<file path="config.mk">
export PLATFORM = sky130hd
export DESIGN_NAME = pwm_channel_generator_unit
export DESIGN_NICKNAME = d
export VERILOG_FILES = /design/src/hdl/pcg_pkg.sv /design/src/hdl/pcg_core.sv /design/src/hdl/pcg_out_reg.sv /design/src/hdl/pwm_channel_generator_unit.sv
export SDC_FILE = /design/constraint.sdc
export NUM_CORES = 1
export LEC_CHECK = 0
export BUFFER_PORTS_ARGS = -buffer_cell sky130_fd_sc_hd__buf_2
export CORE_MARGIN = 4
export CORE_UTILIZATION = 40
export DETAILED_ROUTE_END_ITERATION = 10
export HOLD_SLACK_MARGIN = 0.03
export PLACE_DENSITY = 0.67
export SLEW_MARGIN = 20
export SYNTH_ARGS = -nofsm -noshare
export SYNTH_HDL_FRONTEND = slang
export SYNTH_HIERARCHICAL = 1
export SYNTH_SLANG_ARGS = --single-unit
</file>
<file path="constraint.sdc">
create_clock -name clk -period 15 [get_ports clk]
set_clock_uncertainty 0.2 [all_clocks]
set_input_delay 1.5 -clock clk [delete_from_list [all_inputs] [get_ports clk]]
set_output_delay 1.5 -clock clk [all_outputs]
set_load 0.02 [all_outputs]
</file>
<file path="src/hdl/pcg_pkg.sv">
`default_nettype none

package pcg_pkg;

	// Counter widths of the channel
	localparam int COUNT_WIDTH    = 16;
	localparam int PRESCALE_WIDTH = 8;

	// Fixed widths of the register file
	localparam int DIV_LOG2_W    = 4;
	localparam int PRESCALE_K_W  = 8;
	localparam int PERIOD_CFG_W  = 17;
	localparam int ACTIVE_CFG_W  = 16;
	localparam int SRC_DIV_W     = 8;
	localparam int CFG_INDEX_W   = 3;
	localparam int CFG_DATA_W    = 17;
	localparam int STREAM_W      = 8;

	// Width that holds both the period register and 2**COUNT_WIDTH
	localparam int CMP_W = (COUNT_WIDTH + 1 > PERIOD_CFG_W) ? COUNT_WIDTH + 1 : PERIOD_CFG_W;

	localparam logic [DIV_LOG2_W-1:0] DIV_LOG2_MAX = DIV_LOG2_W'(8);

	// Register indexes
	localparam logic [CFG_INDEX_W-1:0] REG_DIV_M_LOG2     = 3'd0;
	localparam logic [CFG_INDEX_W-1:0] REG_PRESCALE_K     = 3'd1;
	localparam logic [CFG_INDEX_W-1:0] REG_BYPASS_MODE    = 3'd2;
	localparam logic [CFG_INDEX_W-1:0] REG_PERIOD_CYCLES  = 3'd3;
	localparam logic [CFG_INDEX_W-1:0] REG_ACTIVE_LEN     = 3'd4;
	localparam logic [CFG_INDEX_W-1:0] REG_ACTIVE_HIGH    = 3'd5;
	localparam logic [CFG_INDEX_W-1:0] REG_CHANNEL_ENABLE = 3'd6;
	localparam logic [CFG_INDEX_W-1:0] REG_CLOCK_GATE     = 3'd7;

	typedef struct packed {
		logic [DIV_LOG2_W-1:0]   div_m_log2;
		logic [PRESCALE_K_W-1:0] prescale_k;
		logic                    bypass_mode;
		logic [PERIOD_CFG_W-1:0] period_cycles;
		logic [ACTIVE_CFG_W-1:0] active_len;
		logic                    active_high;
		logic                    channel_enable;
		logic                    clock_gate;
	} pcg_cfg_t;

	typedef struct packed {
		logic period_start;
		logic pwm_level;
	} pcg_result_t;

endpackage

`default_nettype wire

</file>
<file path="src/hdl/pcg_core.sv">
`default_nettype none

// Channel counters: source divider, prescaler, period counter, bypass phase.
module pcg_core (
	input  wire logic               clk,
	input  wire logic               arst_n,
	input  wire pcg_pkg::pcg_cfg_t  cfg,
	input  wire logic               accept,
	input  wire logic               tick,
	output pcg_pkg::pcg_result_t    result
);

	logic [pcg_pkg::SRC_DIV_W-1:0]      src_q, src_d;
	logic [pcg_pkg::PRESCALE_WIDTH-1:0] pre_q, pre_d;
	logic [pcg_pkg::COUNT_WIDTH-1:0]    per_cnt_q, per_cnt_d;
	logic                               phase_q, phase_d;

	logic                               run;
	logic                               step;
	logic [pcg_pkg::DIV_LOG2_W-1:0]     lg;
	logic [pcg_pkg::SRC_DIV_W:0]        dlim_w;
	logic [pcg_pkg::SRC_DIV_W-1:0]      dlim;
	logic                               divided;
	logic [pcg_pkg::PRESCALE_WIDTH-1:0] k;
	logic                               scaled;
	logic [pcg_pkg::CMP_W-1:0]          per_ext, per_max, per, per_m1, nxt;
	logic [pcg_pkg::COUNT_WIDTH-1:0]    act, act_eff;
	logic                               wrap;

	assign run  = cfg.clock_gate & cfg.channel_enable;
	assign step = accept & tick & run;

	always_comb begin
		// divider limit 2**lg - 1, exponent saturated at eight
		lg      = (cfg.div_m_log2 > pcg_pkg::DIV_LOG2_MAX) ? pcg_pkg::DIV_LOG2_MAX
			: cfg.div_m_log2;
		dlim_w  = ((pcg_pkg::SRC_DIV_W+1)'(1) << lg) - (pcg_pkg::SRC_DIV_W+1)'(1);
		dlim    = dlim_w[pcg_pkg::SRC_DIV_W-1:0];
		divided = (src_q >= dlim);

		k      = pcg_pkg::PRESCALE_WIDTH'(cfg.prescale_k);
		scaled = (pre_q >= k);

		// effective period: zero reads as one, saturate at 2**COUNT_WIDTH
		per_ext = pcg_pkg::CMP_W'(cfg.period_cycles);
		per_max = pcg_pkg::CMP_W'(1) << pcg_pkg::COUNT_WIDTH;
		if (per_ext == '0) begin
			per = pcg_pkg::CMP_W'(1);
		end else if (per_ext > per_max) begin
			per = per_max;
		end else begin
			per = per_ext;
		end
		per_m1 = per - pcg_pkg::CMP_W'(1);
		nxt    = pcg_pkg::CMP_W'(per_cnt_q) + pcg_pkg::CMP_W'(1);
		wrap   = (nxt >= per);

		src_d     = src_q;
		pre_d     = pre_q;
		per_cnt_d = per_cnt_q;
		phase_d   = phase_q;
		result.period_start = 1'b0;

		if (step) begin
			src_d = divided ? '0 : src_q + pcg_pkg::SRC_DIV_W'(1);
			if (divided) begin
				if (cfg.bypass_mode) begin
					phase_d = ~phase_q;
				end else begin
					pre_d = scaled ? '0 : pre_q + pcg_pkg::PRESCALE_WIDTH'(1);
					if (scaled) begin
						per_cnt_d = wrap ? '0 : nxt[pcg_pkg::COUNT_WIDTH-1:0];
						result.period_start = wrap;
					end
				end
			end
		end

		// active count clamped to period minus one
		act     = pcg_pkg::COUNT_WIDTH'(cfg.active_len);
		act_eff = (pcg_pkg::CMP_W'(act) > per_m1) ? per_m1[pcg_pkg::COUNT_WIDTH-1:0] : act;

		priority if (!run) begin
			result.pwm_level = ~cfg.active_high;
		end else if (cfg.bypass_mode) begin
			result.pwm_level = phase_d;
		end else if (per_cnt_d < act_eff) begin
			result.pwm_level = cfg.active_high;
		end else begin
			result.pwm_level = ~cfg.active_high;
		end
	end

	always_ff @(posedge clk or negedge arst_n) begin
		if (!arst_n) begin
			src_q     <= '0;
			pre_q     <= '0;
			per_cnt_q <= '0;
			phase_q   <= 1'b0;
		end else begin
			src_q     <= src_d;
			pre_q     <= pre_d;
			per_cnt_q <= per_cnt_d;
			phase_q   <= phase_d;
		end
	end

endmodule

`default_nettype wire

</file>
<file path="src/hdl/pcg_out_reg.sv">
`default_nettype none

// Result register: holds one item until the sink takes it.
module pcg_out_reg (
	input  wire logic                 clk,
	input  wire logic                 arst_n,
	input  wire logic                 in_valid,
	output logic                      in_ready,
	input  wire pcg_pkg::pcg_result_t in_result,
	output logic                      out_valid,
	input  wire logic                 out_ready,
	output pcg_pkg::pcg_result_t      out_result
);

	logic                 valid_q;
	pcg_pkg::pcg_result_t result_q;

	assign in_ready   = ~valid_q | out_ready;
	assign out_valid  = valid_q;
	assign out_result = result_q;

	always_ff @(posedge clk or negedge arst_n) begin
		if (!arst_n) begin
			valid_q <= 1'b0;
		end else if (in_ready) begin
			valid_q <= in_valid;
		end
	end

	always_ff @(posedge clk) begin
		if (in_ready && in_valid) begin
			result_q <= in_result;
		end
	end

endmodule

`default_nettype wire

</file>
<file path="src/hdl/pwm_channel_generator_unit.sv">
// One PWM channel driven by a stream of source clock ticks. Every accepted item on
// the slave side holds a tick bit in tdata[0] and yields exactly one result item
// with the pin level after it and a flag marking the wrap of the period counter.
// Items are taken one per cycle unless the result stream stalls: counter update
// and level decision sit in one combinational pass in front of a single result
// register, taking a new item when it is empty or drained in the same cycle. The
// user must write registers via the plain write port (cfg_we, cfg_index, cfg_data)
// only while no item is in flight; the block does not enforce this.
`default_nettype none

module pwm_channel_generator_unit (
	input  wire logic                             clk,
	input  wire logic                             arst_n,
	// configuration write port
	input  wire logic                             cfg_we,
	input  wire logic [pcg_pkg::CFG_INDEX_W-1:0]  cfg_index,
	input  wire logic [pcg_pkg::CFG_DATA_W-1:0]   cfg_data,
	// tick stream
	input  wire logic                             s_axis_tvalid,
	output logic                                  s_axis_tready,
	input  wire logic [pcg_pkg::STREAM_W-1:0]     s_axis_tdata,  // [0] tick
	// result stream
	output logic                                  m_axis_tvalid,
	input  wire logic                             m_axis_tready,
	output logic [pcg_pkg::STREAM_W-1:0]          m_axis_tdata   // [0] pwm_level, [1] period_start
);

	pcg_pkg::pcg_cfg_t    cfg_q;
	pcg_pkg::pcg_result_t core_result;
	pcg_pkg::pcg_result_t out_result;
	logic                 accept;

	// Register file; period resets to one, everything else to zero
	always_ff @(posedge clk or negedge arst_n) begin
		if (!arst_n) begin
			cfg_q.div_m_log2     <= '0;
			cfg_q.prescale_k     <= '0;
			cfg_q.bypass_mode    <= 1'b0;
			cfg_q.period_cycles  <= pcg_pkg::PERIOD_CFG_W'(1);
			cfg_q.active_len     <= '0;
			cfg_q.active_high    <= 1'b0;
			cfg_q.channel_enable <= 1'b0;
			cfg_q.clock_gate     <= 1'b0;
		end else if (cfg_we) begin
			unique case (cfg_index)
				pcg_pkg::REG_DIV_M_LOG2:     cfg_q.div_m_log2     <= cfg_data[pcg_pkg::DIV_LOG2_W-1:0];
				pcg_pkg::REG_PRESCALE_K:     cfg_q.prescale_k     <= cfg_data[pcg_pkg::PRESCALE_K_W-1:0];
				pcg_pkg::REG_BYPASS_MODE:    cfg_q.bypass_mode    <= cfg_data[0];
				pcg_pkg::REG_PERIOD_CYCLES:  cfg_q.period_cycles  <= cfg_data[pcg_pkg::PERIOD_CFG_W-1:0];
				pcg_pkg::REG_ACTIVE_LEN:     cfg_q.active_len     <= cfg_data[pcg_pkg::ACTIVE_CFG_W-1:0];
				pcg_pkg::REG_ACTIVE_HIGH:    cfg_q.active_high    <= cfg_data[0];
				pcg_pkg::REG_CHANNEL_ENABLE: cfg_q.channel_enable <= cfg_data[0];
				pcg_pkg::REG_CLOCK_GATE:     cfg_q.clock_gate     <= cfg_data[0];
				default: ;
			endcase
		end
	end

	// An item enters when the result register can take its result
	assign accept = s_axis_tvalid & s_axis_tready;

	pcg_core u_core (
		.clk    (clk),
		.arst_n (arst_n),
		.cfg    (cfg_q),
		.accept (accept),
		.tick   (s_axis_tdata[0]),
		.result (core_result)
	);

	pcg_out_reg u_out (
		.clk        (clk),
		.arst_n     (arst_n),
		.in_valid   (s_axis_tvalid),
		.in_ready   (s_axis_tready),
		.in_result  (core_result),
		.out_valid  (m_axis_tvalid),
		.out_ready  (m_axis_tready),
		.out_result (out_result)
	);

	// Pack the result fields, lowest first, pad with zeros
	assign m_axis_tdata = {{(pcg_pkg::STREAM_W-2){1'b0}}, out_result.period_start,
		out_result.pwm_level};

endmodule

`default_nettype wire

</file>
==> results of run 1 <==
[power by group through the flow]
| stage | Clock [mW] | Sequential [mW] | Combinational, mW |
|---|---|---|---|
| after global placement | 0 | 0.320 | 0.304 |
| final | 0.228 | 0.318 | 0.320 |
| after floorplan | 0 | 0.305 | 0.244 |
| after CTS | 0.234 | 0.318 | 0.318 |
| after global routing | 0.244 | 0.325 | 0.364 |
| after detailed placement | 0 | 0.322 | 0.315 |
[Yosys cell counts (14+ instances only)]
| master | instances | share of area, % |
|---|---|---|
| ha_1 | 69 | 14 |
| mux2_2 | 50 | 9.3 |
| a21oi_1 | 33 | 2.7 |
| nand2_1 | 62 | 3.9 |
| inv_1 | 16 | 0.99 |
| nand3_1 | 25 | 2.1 |
| xnor2_1 | 15 | 2.2 |
| nor2_1 | 47 | 2.9 |
| o21ai_0 | 49 | 4.1 |
| dfrtp_1 | 82 | 34 |
| and3_1 | 14 | 1.4 |
| nand2b_1 | 16 | 1.7 |
[area by class of cell]
| type | count | area, sq um |
|---|---|---|
| Fill cell | 1401 | 7970 |
| Multi-Input combinational cell | 516 | 3770 |
| Sequential cell | 85 | 2140 |
| Clock buffer | 11 | 254 |
| Tap cell | 184 | 230 |
| Timing Repair Buffer | 32 | 174 |
| Inverter | 17 | 63.8 |
| Clock inverter | 3 | 43.8 |
[stage by stage]
step,instances,worst slack [ns]
final,848,6.89
after global routing,848,6.30
after CTS,848,6.92
after detailed placement,834,7.03
after global placement,834,7.09
after floorplan,639,8.56
[cells by family after synthesis]
group / count (synthesis) / share of synthesized area (%)
adders and majority gates: 69 / 14.3
xor gates and xnor gates: 27 / 3.91
buffers and inverters: 38 / 2.98
DFF: 85 / 35.4
AOI/OAI and AO/OA: 141 / 14.6
and+or+nand+nor: 221 / 19.1
other: 1 / 0.0620
muxes: 52 / 9.65
[routing by layer]
| layer | part of all wire, % | GRT usage (%) | up-vias |
|---|---|---|---|
| met1 | 47 | 24.8 | 2403 |
| met5 | 0 | 0 | - |
| met4 | 1.6 | 4.66 | 0 |
| met2 | 47 | 29.2 | 132 |
| met3 | 5.1 | 2.72 | 18 |
| li1 | - | - | 2376 |
[critical path, cell delays in order, from the launching register on]
cell and delay [ns]:
dfrtp_1 0.66, clkinv_1 0.63, a22oi_1 0.51, ha_1 0.58
mux2_2 0.40, a21oi_1 0.19, ha_1 0.28, nand4_1 0.15
nor3_1 0.09, a2111oi_0 0.52, a211oi_1 0.22, o41ai_4 0.60
buf_4 0.37, nor2_1 0.07, a21oi_1 0.14, ha_1 0.27
a211oi_2 0.18, o21bai_1 0.15, a211oi_1 0.27, o21ai_1 0.18
or4_1 0.48, or3b_1 0.42, o21a_1 0.18, nor3_1 0.18
[state kept, by name (all words and copies together) (netlist names)]
| signal | count |
|---|---|
| u_core/per_cnt_q | 16 |
| u_out/out_result | 2 |
| u_core/phase_q | 1 |
| u_out/out_valid | 1 |
| cfg_q | 49 |
| u_core/pre_q | 8 |
| u_core/src_q | 8 |
[how the worst min path moves through the flow]
stage                                   startpoint                       end  slack (ns)  depth (start not counted)
after floorplan           u_core/phase_q$_DFF_PN0_  u_core/phase_q$_DFF_PN0_        0.27                          1
after global placement    u_core/phase_q$_DFF_PN0_  u_core/phase_q$_DFF_PN0_        0.28                          1
after detailed placement  u_core/phase_q$_DFF_PN0_  u_core/phase_q$_DFF_PN0_        0.28                          1
after CTS                 u_core/phase_q$_DFF_PN0_  u_core/phase_q$_DFF_PN0_        0.30                          1
after global routing         cfg_q[43]$_DFFE_PN0P_     cfg_q[43]$_DFFE_PN0P_        0.33                          1
final                     u_core/phase_q$_DFF_PN0_  u_core/phase_q$_DFF_PN0_        0.29                          1
==> results.txt, run 1 <==
* Status: complete, no violations
* Internal Power: 0.547 mW
* Most frequent cells in the layout: 82 x dfrtp_1, 69 x ha_1, 62 x nand2_1, 50 x mux2_2, 49 x o21ai_0
- The final layout contains 763 nets.
* DP HPWL: 10.7 mm
* Data required time of the critical path: 14.98 ns
* Total wirelength of the detailed-routed design: 14.4 mm
- Bufs on Longest Clock Path: 2
* Min-Delay Path Class: register to register
- The final critical path takes up 54.1% of the cycle.
* Number of antenna violations at the first check in global routing: 0
- The clock period could shrink to 8.11 ns.
- Number of vias per cell: 5.81
* Avg Cell Area, Syn: 9.53 sq um
- Setup bufs post-CTS: 0
- Standard-cell row count: 44
* Startpoint of the most critical register-to-register path: cfg_q[35]$_DFFE_PN0P_
- Latest clock arrival within the worst-skew pair: 0.34 ns
* Library cell used as clock root buffer: clkbuf_16
- STA classifies the critical path startpoint as a register.
- Initial core utilization: 41.3%
* Finish-stage setup viols: 0
- Hold repair after CTS inserted 0 buffers.
* Worst max-slew margin expressed relative to the limit: 37.0%
- The synthesized design contains 85 register bits.
- The share of the Yosys chip area taken by registers is 35.4%.
* Leading cell type in the layout, fill and taps excluded: dfrtp_1
* Violation count after the first detailed-route iteration: 334
- Clock-pin slew was measured on the worst setup and hold paths at 0.06 ns.
* Net Sw Power: 0.319 mW
- Class of the most critical setup path: register to register
- Standard cell area after detailed placement: 0.00636 sq mm
* Number of synthesized flops with an enable pin: 2
* Count of max-cap constraint violations: 0
* Number of pins with negative max-slew slack in the final report: 0
* Area growth syn-to-layout: 10.4%
- Share of async-settable or async-resettable flops after synthesis: 97.6%
- 43 I/O pins were placed.
- TritonCTS clock tree: built
- Counting every instance in the synthesized netlist gives 634.
- Deepest level of the CTS H-tree: 3
- Antenna viol nets, final: 0
* DR pass1 iterations: 5
- Proportion of power drawn by flip-flops and latches: 36.7%
- Count of vias placed by the detailed router: 4,929
* Leakage power figure: 3.08 nW
* Cell area after technology mapping: 0.00604 sq mm
- The region available for standard cell placement spans 0.0146 sq mm.
- Total global routing overflow: 0
- IR Drop Worst-Case VDD: 0.0000661 V
- The number of global-route vias before repair is 4,833.
* Peak clock frequency supported by timing: 0.123 GHz
- Tot Pwr: 0.866 mW
* Overall die width: 131 microns
- Data arrival time at the worst-slack endpoint: 8.09 ns
- Worst hold margin: 0.293 ns
* Share of layout cells above drive strength 1: 16.4%
* Clock buffer count from CTS: 9
- Drt wl/cell: 17.0 microns
- Maximum number of pins on one net before global-route repair: 84
- The worst register-to-register path ends at u_out/out_result[0]$_DFFE_PP_.
- The Yosys step of the flow raised 6 warnings.
- Per report_power, the clock group accounts for 26.4% of the total.
- The clock drives 85 sinks.
* Unrepaired setup endpoints after global routing: no
- Crit path from: cfg_q[35]$_DFFE_PN0P_
- Die ar.: 0.0171 sq mm
* Register-to-register setup slack: 6.89 ns
- Routability-driven placement finished with a final weighted congestion of 0.857.
- During placement, the flow inserted port buffers numbering 29.
- The netlist uses 69 different library cells.
- Gates resized during post-CTS repair numbered 0.
* Setup crit end: u_out/out_result[0]$_DFFE_PP_
- Predominant post-synthesis flop cell: dfrtp_1
* Power density relative to cell area: 130 mW/mm^2
* Logic gate share of total power: 36.9%
- The total count of hold-check failures in the final report was 0.
- Core Util, Final: 45.6%
- Switching share of total power: 36.8%
- Accumulated negative setup slack: 0 ns
- Along the worst path, the maximum fanout reaches 21.
* DRC violation count after routing: 0
* GRT Util Overall: 17.8%
* Depth of the worst register-to-register path: 23
* Global-route wire length before repair: 24.3 mm
- Number of antenna repair diodes: 0
* Nature of the critical path endpoint: register
- The die is 131 microns tall.
* Worst slew pin tran: 0.946 ns
- After routing the design area is 0.00668 sq mm.
(Power assumes the default switching activity.)
==> inputs of run 2 (changes only) <==
--- a/config.mk
+++ b/config.mk
@@ -5,6 +5,7 @@
 export SDC_FILE = /design/constraint.sdc
 export NUM_CORES = 1
 export LEC_CHECK = 0
+export ABC_AREA = 1
 export BUFFER_PORTS_ARGS = -buffer_cell sky130_fd_sc_hd__buf_2
 export CORE_MARGIN = 4
 export CORE_UTILIZATION = 40
==> constraint.sdc (replaced) <==
create_clock -name clk -period 8.1 [get_ports clk]
set_clock_uncertainty 0.2 [all_clocks]
set_input_delay 0.81 -clock clk [delete_from_list [all_inputs] [get_ports clk]]
set_output_delay 0.81 -clock clk [all_outputs]
set_load 0.02 [all_outputs]
==> run 2 against run 1 <==
Critical path depth increased by 9. Utilization decreased by 1.3 points. Count of clock-buffer cells in the layout unchanged. Cell area increased by 0.39%. Synthesized cell count increased by 28%. Global-route usage decreased by 1.8 points. Die area increased by 1.8%.
==> results.txt, run 2 <==
- The pin count of the biggest net entering global routing came to 57 (-32%).
- Number of antenna violations at the first check in global routing: 0 (unchanged)
* CTS hold repair buffers: 0 (unchanged)
- Cell area after technology mapping: 0.00616 sq mm (+1.9%)
- The final RePlAce weighted congestion is 0.874 (+2.0%).
* Highest fanout seen on the critical path: 30 (+43%)
- Most frequent cells after synthesis: 247 x nand2_1, 91 x inv_1, 82 x dfrtp_1
- The starting utilization of the core area was 40.7% (-0.60 points).
* GRT Util Overall: 16.0% (-1.8 points)
* Count of cells resized by post-cts repair: 0 (unchanged)
* Antenna viol nets, final: 0 (unchanged)
- The relative slew slack was 48.8% (+12 points).
* Number of global-route vias before repair: 4,793 (-0.83%)
- Class of the most critical setup path: register to register
- The number of search-and-repair iterations in the first detailed-routing pass was 5 (unchanged).
* Port Buffers: 29 (unchanged)
- The tightest min-delay check is of the input port to asynchronous set/reset pin type.
- The largest registers in the layout are cfg_q (49), u_core/per_cnt_q (16).
- The post-synthesis sequential area ratio was 34.7% (-0.67 points).
* Clock buffer count from CTS: 9 (unchanged)
- The vertical extent of the die came to 132 microns (+0.90%).
* IR Drop Worst-Case VDD: 0.000154 V (+130%)
- I/O pin total: 43 (unchanged)
- Bufs on Longest Clock Path: 2 (unchanged)
- Flip-flop and latch count after synthesis: 85 (unchanged)
- DP HPWL: 10.6 mm (-1.2%)
- Die ar.: 0.0175 sq mm (+1.8%)
- Ranked by total cell area, the synthesized netlist is headed by dfrtp_1 33%, nand2_1 15%, ha_1 14%.
* Number of distinct library cell variants in the gate-level netlist after synthesis: 43 (-38%)
- Filler cells: 1,563 (+12%)
* Register-to-register setup slack: 2.40 ns (-4.48 ns)
- DRC violation count after routing: 0 (unchanged)
- The max-capacitance violation count was 0 (unchanged).
- Final cycle utilization of the critical path: 70.3% (+16 points)
* Status: complete, no violations
- The static leakage came to 3.62 nW (+17%).
* Area growth syn-to-layout: 8.77%
* Cell with the biggest individual delay on the critical path: inv_1
- Yosys instantiated no cell more often than nand2_1.
* Worst stage delay on the critical path: 0.57 ns (-0.09 ns)
- The final worst slack was 2.40 ns (-4.48 ns).
* Accumulated negative setup slack: 0 ns (unchanged)
- The mean routed wirelength per cell is 13.3 microns (-22%).
- Global-route wire length before repair: 23.3 mm (-4.3%)
* Syn. warnings: 6 (unchanged)
- Clock tree synthesis selected as its root buffer the cell clkbuf_16.
* Data arrival time at the worst-slack endpoint: 5.58 ns (-2.51 ns)
* Setup bufs post-CTS: 0 (unchanged)
- The setup-violating endpoint count in the final report is 0 (unchanged).
- Unrepaired setup endpoints after global routing: no
- The total detailed-routing wirelength came to 13.6 mm (-5.5%).
- Floorplan core area: 0.0151 sq mm (+3.4%)
- The share of layout cells above drive strength 1 was 8.81% (-7.6 points).
- Clock period minus worst slack: 5.70 ns (-2.42 ns)
* Violation count after the first detailed-route iteration: 264 (-21%)
- TritonCTS built the clock tree.
- The number of nets in the finished design came to 938 (+23%).
* Avg Cell Area, Syn: 7.57 sq um (-21%)
* Worst slew pin tran: 0.767 ns (-0.179 ns)
* Peak clock frequency supported by timing: 0.176 GHz (+42%)
* Total global routing overflow: 0 (unchanged)
* Sink Count: 85 (unchanged)
- For this run, the leading register cell type out of synthesis is dfrtp_1.
- Library cell with the largest summed area after synthesis: dfrtp_1
- Most frequent cells in the layout: 247 x nand2_1, 91 x inv_1, 82 x dfrtp_1, 69 x ha_1, 54 x nand3_1
- The H-tree depth reported by CTS came to 3 (unchanged).
* Standard-cell row count: 45 (+2.3%)
- Instance count of the mapped netlist: 814 (+28%)
- Hold Violations, Final: 0 (unchanged)
- The via count of the routed design is 5,112 (+3.7%).
- The antenna diode instance count is 0 (unchanged).
- Flip-flop count of the largest register after layout: 49 (unchanged)
* Kind of start point of the critical path: register
- The worst path required time is 7.98 ns (-7.00 ns).
- The buffering stage count on the worst path with inverters included is 2 (unchanged).
- Counting flops per register, the top entry is cfg_q.
* Clock transition at the register clock pins on the worst setup and hold paths after CTS: 0.06 ns (about the same)
- Overall die width: 132 microns (+0.90%)
* Power density relative to cell area: 305 mW/mm^2 (+130%)
* Dominant cell type by count on the critical path: nand2_1
- Number of synthesized flops with an enable pin: 2 (unchanged)
- Category of cells accounting for the largest share of critical-path delay: simple AND/OR/NAND/NOR gates
* Number of vias per cell: 4.97 (-14%)
- Leading cell type in the layout, fill and taps excluded: nand2_1
* Nature of the critical path endpoint: register
- The proportion of register bits with asynchronous set or reset after synthesis is 97.6% (unchanged).
- Latest clock arrival within the worst-skew pair: 0.33 ns (about the same)
- The fraction of synthesized cell area taken by the top area cell type is 33.3% (-0.64 points).
- The max-slew violation count was 0 (unchanged).
- The pre-CTS setup slack was 2.41 ns (-4.62 ns).
## run 2: cell count changes in the layout (fill, tap and decap cells not counted), sizes merged, moves of 17 or more
cell    change
inv        +75
mux2       -50
nand2     +191
nand2b     -17
nand3      +33
## run 2: area by class of cell
class / instances / area (sq um) / area share [%]
multi-input cells: 616 / 3520 / 52.6
repair buffers: 31 / 163 / 2.43
well taps: 188 / 235 / 3.51
flip-flops and latches: 85 / 2140 / 31.9
inverters: 93 / 349 / 5.21
clock buffers: 11 / 243 / 3.62
clock inverters: 4 / 48.8 / 0.728
## run 2: where the power goes
| part | internal [mW] | switching [mW] | leakage [nW] | total (mW) |
|---|---|---|---|---|
| Combinational | 0.419 | 0.640 | 2.47 | 1.06 |
| Sequential | 0.503 | 0.0719 | 0.999 | 0.575 |
| Clock | 0.245 | 0.164 | 0.145 | 0.409 |
| Total | 1.17 | 0.876 | 3.62 | 2.04 |
## run 2: cell families after synthesis
| family | Yosys count | share of synthesized area (%) |
|---|---|---|
| XOR/XNOR | 31 | 4.53 |
| buffers and inverters | 118 | 8.39 |
| AO/OA/AOI/OAI | 104 | 9.61 |
| adder cells (fa/ha/maj) | 69 | 14.0 |
| flip-flops | 85 | 34.7 |
| AND/OR/NAND/NOR | 406 | 28.7 |
| other | 1 | 0.0609 |
## run 2: worst register-to-register path, delay by kind of cell, from the launching register on
family                   cells  cell delay (ns)
adder cells (fa/ha/maj)      2             0.65
XOR/XNOR                     1             0.17
AND/OR/NAND/NOR             22             2.37
AO/OA/AOI/OAI                5             0.86
buffers and inverters        2             0.64
flip-flops                   1             0.56
## run 2: final timing paths
path	depth (start not counted)	to	startpoint
max in group asynchronous	2	cfg_q[0]$_DFFE_PN0P_	arst_n
worst max register to register	32	u_out/out_result[0]$_DFFE_PP_	cfg_q[19]$_DFFE_PN1P_
min in group clk	1	u_core/phase_q$_DFF_PN0_	u_core/phase_q$_DFF_PN0_
worst min-delay path	1	u_core/pre_q[0]$_DFFE_PN0P_	arst_n
worst min register to register	1	u_core/phase_q$_DFF_PN0_	u_core/phase_q$_DFF_PN0_
worst max-delay path	32	u_out/out_result[0]$_DFFE_PP_	cfg_q[19]$_DFFE_PN1P_
## run 2: per-stage QoR
| stage | area, sq um | power [mW] | util, % | hold slack, ns | instances |
|---|---|---|---|---|---|
| 6_report | 6700 | 2.04 | 44.2 | 0.189 | 1028 |
| 5_1_grt | 6700 | 2.27 | 44.2 | 0.214 | 1028 |
| 4_1_cts | 6700 | 2.06 | 44.2 | 0.200 | 1028 |
| 3_5_place_dp | 6410 | 1.64 | 42.3 | 0.255 | 1013 |
| 3_3_place_gp | 6410 | 1.62 | 42.3 | 0.255 | 1013 |
| 2_1_floorplan | 6180 | 1.41 | - | 0.236 | 819 |
## run 2: routing by layer
layer	global-route usage, %	wire length, microns	vias to the layer above
met4	4.03	116	0
met2	24.5	6010	53
met3	2.48	380	8
met1	23.8	7120	2351
met5	0	0	-
li1	-	-	2700
